## src/rtl/lvil_pkg.sv

```systemverilog
// ----------------------------------------------------------------------------
// lvil_pkg
// Shared constants, types and codes of the linear velocity integrator.
// ----------------------------------------------------------------------------
`default_nettype none

package lvil_pkg;

  localparam int FRAC_BITS       = 16;
  localparam int SQRT_ITERATIONS = 32;
  localparam int SQRT_STEPS      = (SQRT_ITERATIONS < 32) ? SQRT_ITERATIONS : 32;
  localparam int SQRT_SHIFT      = 32 - SQRT_STEPS;
  localparam int DT_FRAC         = 16;
  localparam int DIV_STEPS       = 64;
  localparam int CNT_W           = 6;
  localparam int PADDR_W         = 5;

  localparam logic [31:0] DAMP_Q32 = 32'd4282082394;
  // Z speed limit of 1500 at the chosen fraction width, kept wide so that it
  // simply never triggers when it does not fit the velocity word.
  localparam logic signed [63:0] Z_LIMIT_WIDE = 64'sd1500 <<< FRAC_BITS;

  typedef enum logic [2:0] {
    REG_INV_MASS   = 3'd0,
    REG_STEP_TIME  = 3'd1,
    REG_MIN_Z_ACC  = 3'd2,
    REG_MAX_Z_RISE = 3'd3,
    REG_MAX_HSPEED = 3'd4
  } reg_idx_t;

  typedef struct packed {
    logic [31:0]        inverse_mass;
    logic [15:0]        step_time;
    logic signed [31:0] min_z_accel;
    logic [30:0]        max_z_rise;
    logic [30:0]        max_horizontal_speed;
  } cfg_t;

  typedef enum logic [1:0] {
    PH_ACC,
    PH_INC,
    PH_DAMP
  } phase_t;

  typedef enum logic [4:0] {
    DP_NOP, DP_LOAD, DP_MAG, DP_MLO, DP_MHI, DP_MFIN, DP_POST, DP_ZLIM,
    DP_SQX, DP_SQY, DP_SQSUM, DP_SQRT, DP_DMUL, DP_DINIT, DP_DIV, DP_DEND,
    DP_COMMIT
  } dp_op_t;

  typedef struct packed {
    dp_op_t     op;
    phase_t     phase;
    logic [1:0] axis;
  } dp_cmd_t;

  typedef struct packed {
    logic len_gt;
    logic out_busy;
  } dp_status_t;

  typedef enum logic [4:0] {
    S_IDLE, S_MAG, S_MLO, S_MHI, S_MFIN, S_POST, S_ZLIM, S_SQX, S_SQY,
    S_SQSUM, S_SQRT, S_CMP, S_DMUL, S_DINIT, S_DIV, S_DEND, S_COMMIT
  } ctrl_state_t;

endpackage

`default_nettype wire

```

## src/rtl/lvil_ctrl.sv

```systemverilog
// ----------------------------------------------------------------------------
// lvil_ctrl
// Sequencer that steps the datapath through one integration step.
// ----------------------------------------------------------------------------
`default_nettype none

module lvil_ctrl (
  input  wire logic                 clk,
  input  wire logic                 rst,
  input  wire logic                 in_valid,
  output logic                      in_ready,
  input  wire lvil_pkg::dp_status_t status,
  output lvil_pkg::dp_cmd_t         cmd
);
  import lvil_pkg::*;

  ctrl_state_t      state, state_next;
  phase_t           phase, phase_next;
  logic [1:0]       axis, axis_next;
  logic [CNT_W-1:0] cnt, cnt_next;

  always_ff @(posedge clk) begin
    if (rst) begin
      state <= S_IDLE;
      phase <= PH_ACC;
      axis  <= 2'd0;
      cnt   <= '0;
    end else begin
      state <= state_next;
      phase <= phase_next;
      axis  <= axis_next;
      cnt   <= cnt_next;
    end
  end

  always_comb begin
    state_next = state;
    phase_next = phase;
    axis_next  = axis;
    cnt_next   = cnt;
    unique case (state)
      S_IDLE: begin
        if (in_valid) begin
          state_next = S_MAG;
          phase_next = PH_ACC;
          axis_next  = 2'd0;
        end
      end
      S_MAG:  state_next = S_MLO;
      S_MLO:  state_next = S_MHI;
      S_MHI:  state_next = S_MFIN;
      S_MFIN: state_next = S_POST;
      S_POST: begin
        if (axis != 2'd2) begin
          axis_next  = axis + 2'd1;
          state_next = S_MAG;
        end else begin
          axis_next = 2'd0;
          unique case (phase)
            PH_ACC: begin
              phase_next = PH_INC;
              state_next = S_MAG;
            end
            PH_INC: begin
              phase_next = PH_DAMP;
              state_next = S_MAG;
            end
            default: state_next = S_ZLIM;
          endcase
        end
      end
      S_ZLIM: state_next = S_SQX;
      S_SQX:  state_next = S_SQY;
      S_SQY:  state_next = S_SQSUM;
      S_SQSUM: begin
        cnt_next   = CNT_W'(SQRT_STEPS - 1);
        state_next = S_SQRT;
      end
      S_SQRT: begin
        if (cnt == '0) state_next = S_CMP;
        else cnt_next = cnt - 1'b1;
      end
      S_CMP: begin
        axis_next  = 2'd0;
        state_next = status.len_gt ? S_DMUL : S_COMMIT;
      end
      S_DMUL: state_next = S_DINIT;
      S_DINIT: begin
        cnt_next   = CNT_W'(DIV_STEPS - 1);
        state_next = S_DIV;
      end
      S_DIV: begin
        if (cnt == '0) state_next = S_DEND;
        else cnt_next = cnt - 1'b1;
      end
      S_DEND: begin
        if (axis == 2'd0) begin
          axis_next  = 2'd1;
          state_next = S_DMUL;
        end else begin
          state_next = S_COMMIT;
        end
      end
      S_COMMIT: begin
        if (!status.out_busy) state_next = S_IDLE;
      end
      default: state_next = S_IDLE;
    endcase
  end

  always_comb begin
    cmd.phase = phase;
    cmd.axis  = axis;
    in_ready  = (state == S_IDLE);
    unique case (state)
      S_IDLE:   cmd.op = in_valid ? DP_LOAD : DP_NOP;
      S_MAG:    cmd.op = DP_MAG;
      S_MLO:    cmd.op = DP_MLO;
      S_MHI:    cmd.op = DP_MHI;
      S_MFIN:   cmd.op = DP_MFIN;
      S_POST:   cmd.op = DP_POST;
      S_ZLIM:   cmd.op = DP_ZLIM;
      S_SQX:    cmd.op = DP_SQX;
      S_SQY:    cmd.op = DP_SQY;
      S_SQSUM:  cmd.op = DP_SQSUM;
      S_SQRT:   cmd.op = DP_SQRT;
      S_DMUL:   cmd.op = DP_DMUL;
      S_DINIT:  cmd.op = DP_DINIT;
      S_DIV:    cmd.op = DP_DIV;
      S_DEND:   cmd.op = DP_DEND;
      S_COMMIT: cmd.op = status.out_busy ? DP_NOP : DP_COMMIT;
      default:  cmd.op = DP_NOP;
    endcase
  end

endmodule

`default_nettype wire

```

## config.mk

```make
export PLATFORM = sky130hd
export DESIGN_NAME = lvil_ctrl
export DESIGN_NICKNAME = d
export VERILOG_FILES = /design/src/rtl/lvil_pkg.sv /design/src/rtl/lvil_ctrl.sv
export SDC_FILE = /design/constraint.sdc
export NUM_CORES = 1
export LEC_CHECK = 0
export BUFFER_PORTS_ARGS = -buffer_cell sky130_fd_sc_hd__buf_2
export CORE_MARGIN = 2
export CORE_UTILIZATION = 49
export DETAILED_ROUTE_END_ITERATION = 12
export PLACE_DENSITY = 0.76
export SLEW_MARGIN = 20
export SYNTH_ARGS = -nofsm -noshare
export SYNTH_HDL_FRONTEND = slang
export SYNTH_SLANG_ARGS = --single-unit
```

## constraint.sdc

```tcl
create_clock -name clk -period 1.8 [get_ports clk]
set_input_delay 0.45 -clock clk [delete_from_list [all_inputs] [get_ports clk]]
set_output_delay 0.45 -clock clk [all_outputs]
set_load 0.01 [all_outputs]
```

==> flow_summary.ini, run 1 <==
[timing]
worst_slew_pin_slew_ns = 0.480
fin_ws_ns = -0.0527
rsz0062_at_grt = true
finalSetupTns_ns = -0.0789
timing.slew.headroom = 0.678
holdWs_ns = 0.464
fmax_ghz = 0.540
period_needed_ns = 1.85
finalMaxSlewViolations = 0
hold_violations = 0
setup_viol = 2
fin_crit_sh = 1.03
clock-skew-final_ns = 0.00750

[yosys]
synth.most_common_cell = dfxtp_1
synthFlopType = dfxtp_1
synth.avg_cell_area_um2 = 7.73
synth_common_cells = 15 x dfxtp_1, 11 x a21oi_1, 11 x nor2_1
yosysSeqAreaShare = 0.306
yosysTopAreaCell = dfxtp_1
synth_top_area_share = 0.306
synth.distinct_cells = 46
synth_edf_count = 0
yosysWarnings = 0
synthTopCellsByArea = dfxtp_1 31%, a21oi_1 5.6%, nor2_1 4.2%
ys_seq_elements = 15
synth_nets = 134
ys_async_sr_fraction = 0
synth_cells = 127
netlist_area_um2 = 982

[route]
drc_errors = 0
drt_iter0_markers = 75
via_per_inst = 6.12
ant_nets = 0
avgRoutedWirePerCell_um = 15.5
first_pass_iters = 4
drt-total-wl_um = 2930
vias = 1156

[power_and_ir_drop]
pwr-share-seq = 0.434
powerDensity_mw_per_mm2 = 596
switchingPower_uw = 261
irDropWorstVdd_mv = 0.345
combPwrFrac = 0.310
power_frac_clock = 0.256
sw_frac_of_total = 0.321
total_power_uw = 813
power.leakage_nw = 0.556
p_int_uw = 552

[clock_tree]
clk_latency_ns = 0.30
cts_tree = done
postCtsHoldBufs = 0
cts_buffer_depth = 2
root_buffer = clkbuf_4
htreeDepth = 1
path_clk_slew_ns = 0.10
cts_made_buffers = 3
cts_sinks = 15

[layout]
area_delta_synth_final_pct = 38.9
multi_input_area_um2 = 683
design_area_mm2 = 0.00136
n_antenna_cell = 0
final_nets = 170
n_fill_cell = 159
fin_cells = 189
final-seq-area_um2 = 313
final_util = 0.710
drive_gt1_frac = 0.395

[critical_path]
crit_family = simple AND/OR/NAND/NOR gates
max_stage_delay_ns = 0.38
cp-start-kind = flop
crit_chain = or3_4 > buf_6 > nor3_4 > buf_2
endpoint_kind = output port
cp_max_fo = 2
worst_ep_required_time_ns = 1.35
crit_buf_inv = 2
setup.worst_path.class = reg -> out
slowest_stage = or3_4
critPathArrivalTime_ns = 1.40

[placed_design]
place_inst = 179
port_buffers = 14
globalplace.congestion = 0.901
placedInstanceArea_mm2 = 0.00120
hpwl_um = 1920
pre_cts_ws_ns = -0.0312

[floorplan]
die_area_mm2 = 0.00238
die_y_um = 48.8
fp-row-count = 16
core_region_area_mm2 = 0.00192
die_x_um = 48.8
start_util = 0.511
ios = 15

[global_route]
grt_start_max_net_pins = 18
grt_pass1_vias = 1058
grt_usage = 0.257
grt.overflow.total = 0
antenna_found_initial = 0
grt_pass1_wl_um = 4810

[status]
violations = negative setup slack
status = complete, but fails checks

[min_path]
hp-class = in -> reg

[flow_run]
max-cap-violations = 0
-- cell families (layout without fill, tap and decap cells) --
logic type | Yosys count | after routing | share of synthesized area
AND/OR/NAND/NOR | 54 | 54 | 0.317
AO/OA/AOI/OAI | 37 | 37 | 0.261
buffers and inverters | 16 | 51 | 0.0637
flip-flops | 15 | 15 | 0.306
XOR/XNOR | 3 | 3 | 0.0268
adder cells (fa/ha/maj) | 2 | 2 | 0.0255
-- power groups by stage --
stage / registers (mW) / clock network (mW) / logic (mW)
after CTS: 0.354 / 0.208 / 0.229
after global routing: 0.354 / 0.222 / 0.270
after floorplan: 0.352 / 0 / 0.116
final: 0.353 / 0.208 / 0.252
after global placement: 0.355 / 0 / 0.181
after detailed placement: 0.356 / 0 / 0.186
-- worst paths after layout --
| check | start | to | slack, ns | cells after the start |
|---|---|---|---|---|
| hold reg to reg | phase[1] | phase[1] | 0.53 | 2 |
| hold / removal | status[0] | state[4] | 0.46 | 3 |
| setup reg to reg | state[1] | phase[0] | 0 | 4 |
| setup / recovery | state[1] | in_ready | -0.05 | 4 |
-- sequential cells by signal (all words and copies together), names as in the netlist --
register	count
axis	2
cnt	6
phase	2
state	5
-- cell type report --
type,instances,share of cell area
Sequential cell,15,0.229
Multi-Input combinational cell,96,0.501
Clock inverter,1,0.00367
Inverter,7,0.0193
Clock buffer,3,0.0165
Timing Repair Buffer,40,0.206
Tap cell,27,0.0248
-- tightest hold or removal path: cells and delay by family --
kind | cells | cell delay (ns)
compound gates | 1 | 0.07
buf+inv | 1 | 0.11
simple gates | 1 | 0.09
-- placed cells by master, fill, tap and decap left out, types with 2 or more instances in the layout --
cell	count
a21oi_2	2
and2b_1	2
o21ai_1	3
a31oi_1	5
clkbuf_4	3
nand2_1	9
buf_4	22
a21oi_1	9
o21ai_0	2
or3_1	2
nand4_1	2
dfxtp_4	2
nor3_4	2
dfxtp_1	9
or4_4	3
buf_2	14
dfxtp_2	4
buf_6	4
inv_1	6
nand3_1	3
ha_1	2
nand2b_1	5
o41ai_1	2
nor3_1	2
nor2_1	11
a211oi_1	2
-- routing by layer --
metal | vias up | wire [um] | share of wire | GRT usage
li1 | 545 | - | - | -
met1 | 537 | 1270 | 0.43 | 0.347
met2 | 63 | 1360 | 0.47 | 0.420
met3 | 11 | 216 | 0.074 | 0.0307
met4 | 0 | 76 | 0.026 | 0.0952
met5 | - | 0 | 0 | 0
-- timing repair --
action | 4_1_cts | 5_1_grt
setup endpoints to repair | 6 | 9
pin swaps | 5 | 5
hold endpoints to repair | 0 | 0
resized for setup | 14 | 10
setup buffers | 4 | 3
No activity file was read; power rests on OpenSTA's default activity.
==> inputs of run 2 (changes only) <==
==> constraint.sdc (replaced) <==
create_clock -name clk -period 1.8 [get_ports clk]
set_input_delay 0.54 -clock clk [delete_from_list [all_inputs] [get_ports clk]]
set_output_delay 0.54 -clock clk [all_outputs]
set_load 0.01 [all_outputs]
==> run 2 against run 1 <==
The flow still finishes with violations (negative setup slack). Register-to-register slack barely moved. Clock skew rose by 0.0044 ns. Flip-flop and latch count did not move. Critical path depth did not move. Clock power rose by 3%. Worst setup slack got worse by 0.11 ns. Largest cell class unchanged. Highest routed layer unchanged.
==> flow_summary.ini, run 2 (synthesized netlist as in run 1, its figures left out) <==
[status]
status = complete, but fails checks
violations = negative setup slack

[power_and_ir_drop]
p_int_uw = 561
irDropWorstVdd_mv = 0.300
sw_frac_of_total = 0.330
combPwrFrac = 0.318
total_power_uw = 838
power_frac_clock = 0.257
pwr-share-seq = 0.426
power.leakage_nw = 0.558
switchingPower_uw = 277
powerDensity_mw_per_mm2 = 605

[clock_tree]
cts_tree = done
cts_made_buffers = 3
root_buffer = clkbuf_4
postCtsHoldBufs = 0
path_clk_slew_ns = 0.11
htreeDepth = 1
clk_latency_ns = 0.30
cts_sinks = 15
cts_buffer_depth = 2

[layout]
area_delta_synth_final_pct = 41.1
reg.largest.list = cnt (6), state (5)
final_util = 0.721
largest_reg_flops = 6
layout_common_cells = 18 x buf_4, 14 x buf_2, 11 x nor2_1, 10 x dfxtp_1, 9 x a21oi_1
design_area_mm2 = 0.00139
fin_cells = 188
largest-register = cnt
mostFrequentLayoutCell = buf_4
final_nets = 169
n_antenna_cell = 0
drive_gt1_frac = 0.398

[route]
drt_iter0_markers = 88
drc_errors = 0
vias = 1174
first_pass_iters = 7
drt-total-wl_um = 3330
ant_nets = 0
via_per_inst = 6.24
avgRoutedWirePerCell_um = 17.7

[timing]
fin_ws_ns = -0.162
timing.slew.headroom = 0.695
clock-skew-final_ns = 0.0119
worst_slew_pin_slew_ns = 0.455
finalSetupTns_ns = -0.654
setup_viol = 7
fin_crit_sh = 1.09
period_needed_ns = 1.96
finalMaxSlewViolations = 0
holdWs_ns = 0.507
hold_violations = 0
fmax_ghz = 0.510
rsz0062_at_grt = true

[critical_path]
ff2ff_setup_slack_ns = -0.01
max_stage_delay_ns = 0.38
cp-start-kind = flop
slowest_stage = or3_4
worst_ep_required_time_ns = 1.26
crit_family = simple AND/OR/NAND/NOR gates
critPathArrivalTime_ns = 1.42
reg2reg_from = state[1]
crit_buf_inv = 2
rr_endpoint = cnt[3]
crit_chain = or3_4 > buf_6 > nor3_4 > buf_2
startpoint = state[3]
cp.depth = 4
endpoint_kind = output port
setup.worst_path.class = reg -> out
cp_max_fo = 2
reg2regPathDepth = 6

[min_path]
hold_end = state[4]
hp-start = status[0]
hp-class = in -> reg
min_path_cells = 3

[floorplan]
die_y_um = 48.8
ios = 15
start_util = 0.511
fp-row-count = 16
die_area_mm2 = 0.00238
die_x_um = 48.8
core_region_area_mm2 = 0.00192

[flow_run]
max-cap-violations = 0

[placed_design]
placedInstanceArea_mm2 = 0.00120
pre_cts_ws_ns = -0.00730
hpwl_um = 1990
place_inst = 179
port_buffers = 14
globalplace.congestion = 0.864

[global_route]
grt_usage = 0.267
grt.overflow.total = 0
grt_start_max_net_pins = 17
grt_pass1_vias = 1070
grt_pass1_wl_um = 4930
antenna_found_initial = 0
run 2: cell types whose count changed in the layout (fill, tap and decap cells not counted), sizes merged:
cell	before	now
buf	40	39
clkinv	1	0
clkbuf	3	4
run 2: area by class of cell:
class / instances / area [um2]
fillers: 158 / 536
clock buffers: 4 / 26.3
multi-input cells: 96 / 699
well taps: 27 / 33.8
repair buffers: 39 / 292
inverters: 7 / 26.3
flip-flops and latches: 15 / 309
run 2: per-layer routing:
layer / GRT usage / vias to the layer above / share of wire
met3: 0.0399 / 13 / 0.062
met2: 0.454 / 69 / 0.50
met5: 0 / - / 0
met1: 0.341 / 555 / 0.42
li1: - / 537 / -
met4: 0.100 / 0 / 0.018
run 2: worst max-delay path by stage:
stage	endpoint
3_3_place_gp	phase[0]
2_1_floorplan	phase[0]
6_report	in_ready
5_1_grt	cmd[8]
4_1_cts	in_ready
3_5_place_dp	phase[0]
run 2: worst register-to-register path, delay by kind of cell, from the launching register on:
| kind | cells | cell delay, ns |
|---|---|---|
| AND/OR/NAND/NOR | 1 | 0.50 |
| flip-flops | 1 | 0.35 |
| AO/OA/AOI/OAI | 2 | 0.34 |
| buffers and inverters | 2 | 0.28 |
| XOR/XNOR | 1 | 0.24 |
run 2: power by group through the flow:
| stage | clock [mW] | combinational (mW) | sequential [mW] |
|---|---|---|---|
| 3_3_place_gp | 0 | 0.182 | 0.357 |
| 6_report | 0.215 | 0.266 | 0.357 |
| 3_5_place_dp | 0 | 0.189 | 0.358 |
| 2_1_floorplan | 0 | 0.116 | 0.352 |
| 5_1_grt | 0.220 | 0.282 | 0.358 |
| 4_1_cts | 0.204 | 0.222 | 0.354 |
run 2: what timing repair did:
item | CTS | global route
endpoints found under the setup margin | 8 | 9
pin swaps | 9 | 10
endpoints found under the hold margin | 0 | 0
resized for setup | 20 | 10
setup buffers | 1 | 6
==> inputs of run 3 (changes only) <==
--- a/config.mk
+++ b/config.mk
@@ -6,8 +6,11 @@
 export NUM_CORES = 1
 export LEC_CHECK = 0
 export BUFFER_PORTS_ARGS = -buffer_cell sky130_fd_sc_hd__buf_2
+export CELL_PAD_IN_SITES_DETAIL_PLACEMENT = 1
+export CELL_PAD_IN_SITES_GLOBAL_PLACEMENT = 1
+export CORE_ASPECT_RATIO = 1.1
 export CORE_MARGIN = 2
-export CORE_UTILIZATION = 49
+export CORE_UTILIZATION = 36
 export DETAILED_ROUTE_END_ITERATION = 12
 export PLACE_DENSITY = 0.76
 export SLEW_MARGIN = 20
==> run 3 against run 2 <==
The flow still finishes with violations (negative setup slack). Critical path depth unchanged. Maximum frequency down 0.86%. Final area up 2.0%. Worst setup slack worse by 0.017 ns. Register-to-register slack worse by 0.10 ns. Sequential share of layout area down 0.43 points. Count of clock-buffer cells in the layout down 1. Die area up 33%. Sequential power about the same. Flip-flop and latch count unchanged. First-iteration DRC count down 74%.
==> flow_summary.ini, run 3 (synthesized netlist as in run 1, its figures left out) <==
[floorplan]
die_y_um = 58.8
fp-row-count = 19
die_x_um = 53.8
ios = 15
start_util = 0.386
die_area_mm2 = 0.00316
core_region_area_mm2 = 0.00254

[global_route]
antenna_found_initial = 0
grt_pass1_wl_um = 5580
grt_pass1_vias = 1204
grt_start_max_net_pins = 18
grt.overflow.total = 0
grt_usage = 0.243

[power_and_ir_drop]
combPwrFrac = 0.332
powerDensity_mw_per_mm2 = 598
power.leakage_nw = 0.559
irDropWorstVdd_mv = 0.476
pwr-share-seq = 0.419
power_frac_clock = 0.249
sw_frac_of_total = 0.329
p_int_uw = 567
total_power_uw = 845
switchingPower_uw = 278

[timing]
timing.slew.headroom = 0.711
period_needed_ns = 1.98
fmax_ghz = 0.505
setup_viol = 8
fin_crit_sh = 1.10
fin_ws_ns = -0.180
hold_violations = 0
worst_slew_pin_slew_ns = 0.430
finalMaxSlewViolations = 0
clock-skew-final_ns = 0.0108
rsz0062_at_grt = true

[layout]
layout_common_cells = 19 x buf_4, 14 x buf_2, 11 x nor2_1, 10 x dfxtp_1, 9 x nand2_1
mostFrequentLayoutCell = buf_4
n_fill_cell = 322
drive_gt1_frac = 0.416
final_nets = 169
multi_input_area_um2 = 728
final_util = 0.556
reg.largest.list = cnt (6), state (5)
area_delta_synth_final_pct = 43.9
n_antenna_cell = 0
largest-register = cnt
largest_reg_flops = 6
final-seq-area_um2 = 309

[critical_path]
crit_chain = or3_4 > buf_6 > nor3_4 > buf_2
worst_ep_required_time_ns = 1.26
cp_max_fo = 2
cp-start-kind = flop
slowest_stage = or3_4
critPathArrivalTime_ns = 1.44
setup.worst_path.class = reg -> out
endpoint_kind = output port
ff2ff_setup_slack_ns = -0.11
max_stage_delay_ns = 0.39

[clock_tree]
cts_made_buffers = 3
cts_buffer_depth = 2
cts_tree = done
root_buffer = clkbuf_4
path_clk_slew_ns = 0.11
htreeDepth = 1
postCtsHoldBufs = 0
clk_latency_ns = 0.30
cts_sinks = 15

[placed_design]
port_buffers = 14
hpwl_um = 2320
globalplace.congestion = 0.819

[route]
drc_errors = 0
drt_iter0_markers = 23
first_pass_iters = 4
via_per_inst = 6.09
avgRoutedWirePerCell_um = 18.2
drt-total-wl_um = 3500
vias = 1169
ant_nets = 0

[flow_run]
max-cap-violations = 0

[min_path]
hp-class = reg -> reg

[status]
status = complete, but fails checks
violations = negative setup slack
-- run 3: cell count changes in the layout (fill, tap and decap cells not counted), sizes merged --
| cell | delta |
|---|---|
| clkbuf | -1 |
| clkinv | +1 |
-- run 3: final timing paths --
kind                 start       end  depth (start not counted)
hold reg to reg     cnt[5]    cnt[5]                          2
hold / removal      cnt[5]    cnt[5]                          2
setup reg to reg  state[3]  phase[0]                          5
setup / recovery  state[3]  in_ready                          4
-- run 3: cell type report --
| type | instances | share of cell area |
|---|---|---|
| Timing Repair Buffer | 39 | 0.201 |
| Sequential cell | 15 | 0.219 |
| Clock inverter | 1 | 0.00354 |
| Inverter | 7 | 0.0186 |
| Clock buffer | 3 | 0.0159 |
| Multi-Input combinational cell | 96 | 0.515 |
| Tap cell | 31 | 0.0274 |
-- run 3: power by group through the flow --
stage | combinational (mW) | sequential (mW) | clock, mW
6_report | 0.280 | 0.354 | 0.210
5_1_grt | 0.304 | 0.355 | 0.227
4_1_cts | 0.226 | 0.353 | 0.213
3_5_place_dp | 0.182 | 0.361 | 0
3_3_place_gp | 0.177 | 0.360 | 0
2_1_floorplan | 0.116 | 0.352 | 0
-- run 3: metal layers --
layer | global-route usage | up-vias | share of wire
li1 | - | 543 | -
met1 | 0.277 | 585 | 0.41
met2 | 0.418 | 28 | 0.53
met3 | 0.0406 | 13 | 0.028
met4 | 0.136 | 0 | 0.035
met5 | 0 | - | 0
-- run 3: worst max-delay path, delay by kind of cell (launching register included) --
kind          cells  cell delay, ns
simple gates      2            0.51
flops             1            0.34
buf+inv           2            0.29
-- run 3: repair_timing --
item,4_1_cts,5_1_grt
gates resized for setup,15,17
gates cloned,0,0
pin swaps,4,13
setup endpoints to repair,8,11
buffers inserted,5,4
-- run 3: per-stage QoR --
stage	instances	instance area (um2)	TNS, ns	worst slack (ns)	hold slack, ns
floorplan	127	982	0	0.0428	0.467
global placement	179	1170	0	0.0458	0.493
detailed placement	179	1170	-0.0363	-0.0363	0.507
CTS	188	1300	-0.807	-0.167	0.523
global route	192	1410	-1.23	-0.225	0.554
finish	192	1410	-0.660	-0.180	0.531
